--- src/rtl/tmca_pkg.sv ---
// Shared constants, types and codes for the tile memory compacting allocator.
`default_nettype none
package tmca_pkg;

  localparam int MAX_ENTRIES = 64;
  localparam int TOTAL_CHARS = 2048;

  localparam int IDX_W  = $clog2(MAX_ENTRIES);
  localparam int CNT_W  = $clog2(MAX_ENTRIES + 1);
  localparam int PASS_W = $clog2(MAX_ENTRIES + 2);
  localparam int OFF_W  = 11;
  localparam int KEY_W  = 32;
  localparam int USE_W  = 8;
  localparam int END_W  = 12;

  localparam logic [1:0] OP_ACQUIRE = 2'd0;
  localparam logic [1:0] OP_RELEASE = 2'd1;
  localparam logic [1:0] OP_DEFRAG  = 2'd2;
  localparam logic [1:0] OP_CLEAR   = 2'd3;

  localparam logic [2:0] ST_OK       = 3'd0;
  localparam logic [2:0] ST_NOTHING  = 3'd1;
  localparam logic [2:0] ST_NO_SPACE = 3'd2;
  localparam logic [2:0] ST_FULL     = 3'd3;
  localparam logic [2:0] ST_BAD_SIZE = 3'd4;

  localparam logic [USE_W-1:0] USE_MAX = '1;

  typedef enum logic [4:0] {
    S_IDLE, S_LK_ORD, S_LK_SLOT, S_LK_CMP, S_AL_CHK, S_AL_SCAN,
    S_REL_RD, S_REL_CHK, S_RF_ORD, S_RF_CMP, S_SH_RD, S_SH_WR, S_REL_DONE,
    S_DF_ORD, S_DF_SLOT, S_DF_CMP, S_DF_NEXT,
    S_END, S_END_ORD, S_END_SLOT, S_END_CALC, S_OUT
  } state_t;

  typedef struct packed {
    logic [IDX_W-1:0] slot_raddr;
    logic [IDX_W-1:0] ord_raddr;
    logic             ent_we;
    logic             off_we;
    logic             use_we;
    logic [IDX_W-1:0] slot_waddr;
    logic [KEY_W-1:0] w_key;
    logic             w_shared;
    logic [OFF_W-1:0] w_off;
    logic [OFF_W-1:0] w_len;
    logic [USE_W-1:0] w_use;
    logic             ord_we;
    logic [IDX_W-1:0] ord_waddr;
    logic [IDX_W-1:0] ord_wdata;
  } table_req_t;

  typedef struct packed {
    logic [IDX_W-1:0] ord_q;
    logic [KEY_W-1:0] key_q;
    logic             shared_q;
    logic [OFF_W-1:0] off_q;
    logic [OFF_W-1:0] len_q;
    logic [USE_W-1:0] use_q;
  } table_rsp_t;

endpackage
`default_nettype wire

--- src/rtl/tmca_table.sv ---
// Entry and order memories with registered reads.
`default_nettype none
module tmca_table (
  input  wire                      clk,
  input  wire tmca_pkg::table_req_t req,
  output tmca_pkg::table_rsp_t     rsp
);
  import tmca_pkg::*;

  logic [KEY_W-1:0] key_mem    [MAX_ENTRIES];
  logic             shared_mem [MAX_ENTRIES];
  logic [OFF_W-1:0] off_mem    [MAX_ENTRIES];
  logic [OFF_W-1:0] len_mem    [MAX_ENTRIES];
  logic [USE_W-1:0] use_mem    [MAX_ENTRIES];
  logic [IDX_W-1:0] ord_mem    [MAX_ENTRIES];

  always_ff @(posedge clk) begin
    if (req.ent_we) begin
      key_mem[req.slot_waddr]    <= req.w_key;
      shared_mem[req.slot_waddr] <= req.w_shared;
      len_mem[req.slot_waddr]    <= req.w_len;
    end
    if (req.ent_we || req.off_we) begin
      off_mem[req.slot_waddr] <= req.w_off;
    end
    if (req.ent_we || req.use_we) begin
      use_mem[req.slot_waddr] <= req.w_use;
    end
    if (req.ord_we) begin
      ord_mem[req.ord_waddr] <= req.ord_wdata;
    end
    rsp.key_q    <= key_mem[req.slot_raddr];
    rsp.shared_q <= shared_mem[req.slot_raddr];
    rsp.off_q    <= off_mem[req.slot_raddr];
    rsp.len_q    <= len_mem[req.slot_raddr];
    rsp.use_q    <= use_mem[req.slot_raddr];
    rsp.ord_q    <= ord_mem[req.ord_raddr];
  end

endmodule
`default_nettype wire

--- config.mk ---
export PLATFORM = sky130hd
export DESIGN_NAME = tmca_table
export DESIGN_NICKNAME = d
export VERILOG_FILES = /design/src/rtl/tmca_pkg.sv /design/src/rtl/tmca_table.sv
export SDC_FILE = /design/constraint.sdc
export NUM_CORES = 2
export LEC_CHECK = 0
export ABC_AREA = 1
export BUFFER_PORTS_ARGS = -buffer_cell sky130_fd_sc_hd__buf_4
export CORE_MARGIN = 2
export CORE_UTILIZATION = 29
export CTS_BUF_LIST = sky130_fd_sc_hd__clkbuf_8
export DETAILED_ROUTE_END_ITERATION = 10
export GPL_ROUTABILITY_DRIVEN = 1
export SYNTH_ARGS = -nofsm -noshare
export SYNTH_HDL_FRONTEND = slang
export SYNTH_MEMORY_MAX_BITS = 65536
export SYNTH_SLANG_ARGS = --single-unit
--- constraint.sdc ---
create_clock -name clk -period 5.6 [get_ports clk]
set_input_delay 0 -clock clk [delete_from_list [all_inputs] [get_ports clk]]
set_output_delay 0 -clock clk [all_outputs]
set_load 0.05 [all_outputs]
==> metrics.md <==
| Metric | Value |
|---|---|
| Outcome | `finished, final reports clean` |
| CTS Root Cell | `clkbuf_8` |
| Reg power frac | `55.7%` |
| Vias/cell | `5.05` |
| Actual slew at the worst max-slew pin | `1450 ps` |
| Unrepaired setup endpoints after global routing | `no` |
| Wire per inst | `23.2 um` |
| Fmax | `231 MHz` |
| Combinational power share | `7.2%` |
| Syn_nets | `14875` |
| CTS tree | `yes` |
| Initial Util | `29.1%` |
| Max Cap Viol | `0` |
| Leak pwr | `71.8 nW` |
| Post-DP HPWL | `295000 um` |
| WL final | `554000 um` |
| Synth Register Bits | `4485` |
| Post-Place Setup Slack | `2170 ps` |
| Worst VDD drop | `238 uV` |
| Clk network pwr share | `37.2%` |
| Yosys warning total | `0` |
| Synth cell types | `18` |
| Num CTS Buffers | `677` |
| Overflow after GRT | `0` |
| Area grow syn2layout | `14.5%` |
| Starting DRT DRC Count | `15300` |
| Mapped Cells | `14777` |
| First-pass GRT wire length | `799000 um` |
| Final setup margin | `1270 ps` |
| Max Slew Vio Count | `0` |
| Detail Route Antenna Nets | `0` |
| Die Ht | `790 um` |
| Sw Share | `25.2%` |
| Clock Path Buffers | `4` |
| Critical path peak fanout | `84` |
| Hold slack | `119 ps` |
| CTS H-Tree Depth | `6` |
| DP Area | `189000 um^2` |
| Post-route cell area | `205000 um^2` |
| Post-synthesis sequential area ratio | `74.8%` |
| Startpoint types | `primary input` |
| Die area | `624000 um^2` |
| Final Cycle Share | `77.4%` |
| Drt drc | `0` |
| Hold Path Class | `in -> reg` |
| Nets | `15284` |
| Pwr Density | `328 nW/um^2` |
| Setup Fix Bufs, Post-CTS | `0` |
| CP Class | `in -> reg` |
| Critical Path Sink Type | `register` |
| Psw | `16.9 mW` |
| Arr. time, crit path | `5470 ps` |
| WP data required | `6730 ps` |
| DR pass1 iterations | `7` |
| Pwr Total | `67.3 mW` |
| Worst rel slew slack | `2.94%` |
| Final critical-path required period | `4330 ps` |
| Die W | `790 um` |
| Largest net degree at the start of global routing | `193` |
| Via count | `120273` |
| Number of global-route vias before repair | `113411` |
| Clk_skew | `169 ps` |
| Synthesized area | `179000 um^2` |
| Latest clock arrival within the worst-skew pair | `1320 ps` |
| Port-buffer cells | `166` |
| CTS Sinks | `4485` |
| Cell Int Power | `50.3 mW` |
| Total track usage | `17.0%` |
| Fin Setup TNS | `0 ps` |
| Final hold vios | `0` |
| Placer Congestion | `0.819` |
| Top-level I/O count | `167` |
| Initial antenna violation count | `28` |
| Mapped Avg Cell Area | `12.1 um^2` |
| Layout cells sized above 1 | `9.04%` |
| Rows | `288` |
| Endpoints failing setup | `0` |
| Core Box Area | `615000 um^2` |
| Layout fillers | `60111` |
| CTS clk-pin slew, worst paths | `60 ps` |
[flip-flops by register name, summed over array words and instances (netlist names)]
register    count
key_mem      2048
len_mem       704
off_mem       704
ord_mem       384
rsp            69
shared_mem     64
use_mem       512
[stage by stage]
step / util (%) / std cells
after floorplan: - / 14777
after global placement: 30.7 / 22342
after detailed placement: 30.7 / 22345
after CTS: 33.3 / 23820
after global routing: 33.3 / 23824
final: 33.3 / 23835
[worst paths after layout]
kind,start,to,slack (ps),depth (start not counted)
min reg2reg,key_mem[38][3],rsp[34],760,8
max,req[85],rsp[68],1270,16
min,req[53],key_mem[53][9],120,2
max reg2reg,ord_mem[57][2],rsp[65],2220,12
[cells in the final DEF (no fill, tap or decap), drive strengths merged]
cell	n
nand2	4879
edfxtp	4416
nand3	4111
clkbuf	710
buf	494
inv	344
dlygate4sd3	219
nor2	190
clkinv	168
nor3	76
dfxtp	69
diode	13
nand4	8
clkinvlp	8
nor4	8
bufinv	2
[synthesized netlist by cell type, drive strengths merged]
library cell | instances | area share (%)
nand3 | 4111 | 11
dfxtp | 69 | 0.77
nor2 | 190 | 0.40
clkinv | 5 | 0.010
clkbuf | 192 | 0.40
nor4 | 8 | 0.028
edfxtp | 4416 | 74
nor3 | 76 | 0.22
nand2 | 4879 | 10
inv | 31 | 0.068
buf | 792 | 2.3
nand4 | 8 | 0.028
[critical path: stages]
cell,delay (ps)
dlygate4sd3_1,530
buf_4,740
buf_4,560
buf_4,660
nand2_1,110
nand3_1,150
nand3_1,80
dlygate4sd3_1,580
nand2_1,60
nand2_1,50
nand3_1,110
dlygate4sd3_1,560
nand3_1,70
dlygate4sd3_1,560
nand2_1,60
dlygate4sd3_1,530
[layer usage]
layer	vias to the layer above	global-route usage [%]	part of all wire, %
li1	53475	-	-
met1	59679	23.6	41
met2	6136	27.2	46
met3	977	2.99	9.3
met4	6	5.32	3.2
met5	-	0	0.0061
[kinds of logic (layout without fill, tap and decap cells)]
group | Yosys count | after routing | share of synthesized area [%]
buffers and inverters | 1020 | 1945 | 2.77
DFF | 4485 | 4485 | 74.8
other | 0 | 13 | 0
and+or+nand+nor | 9272 | 9272 | 22.4
[what timing repair did]
item | CTS | global route
hold buffers | 280 | 0
endpoints found under the setup margin | 0 | 0
endpoints found under the hold margin | 7428 | 0
resized for setup | 0 | 0
[power by group through the flow]
stage,Sequential (mW),Clock [mW],Combinational [mW]
6_report,37.4,25.0,4.81
5_1_grt,37.4,26.8,5.17
4_1_cts,37.4,25.3,4.80
3_5_place_dp,38.2,0,4.46
3_3_place_gp,38.2,0,4.43
2_1_floorplan,38.2,0,2.31
[layout make-up]
type | count | area [um^2] | area share (%)
Antenna cell | 13 | 32.5 | 0.0159
Clock buffer | 709 | 9760 | 4.76
Clock inverter | 486 | 2410 | 1.17
Inverter | 36 | 200 | 0.0976
Multi-Input combinational cell | 9272 | 40700 | 19.9
Sequential cell | 4485 | 134000 | 65.4
Tap cell | 8120 | 10200 | 4.96
Timing Repair Buffer | 714 | 7740 | 3.77
Power figures use the tool's default switching activity.
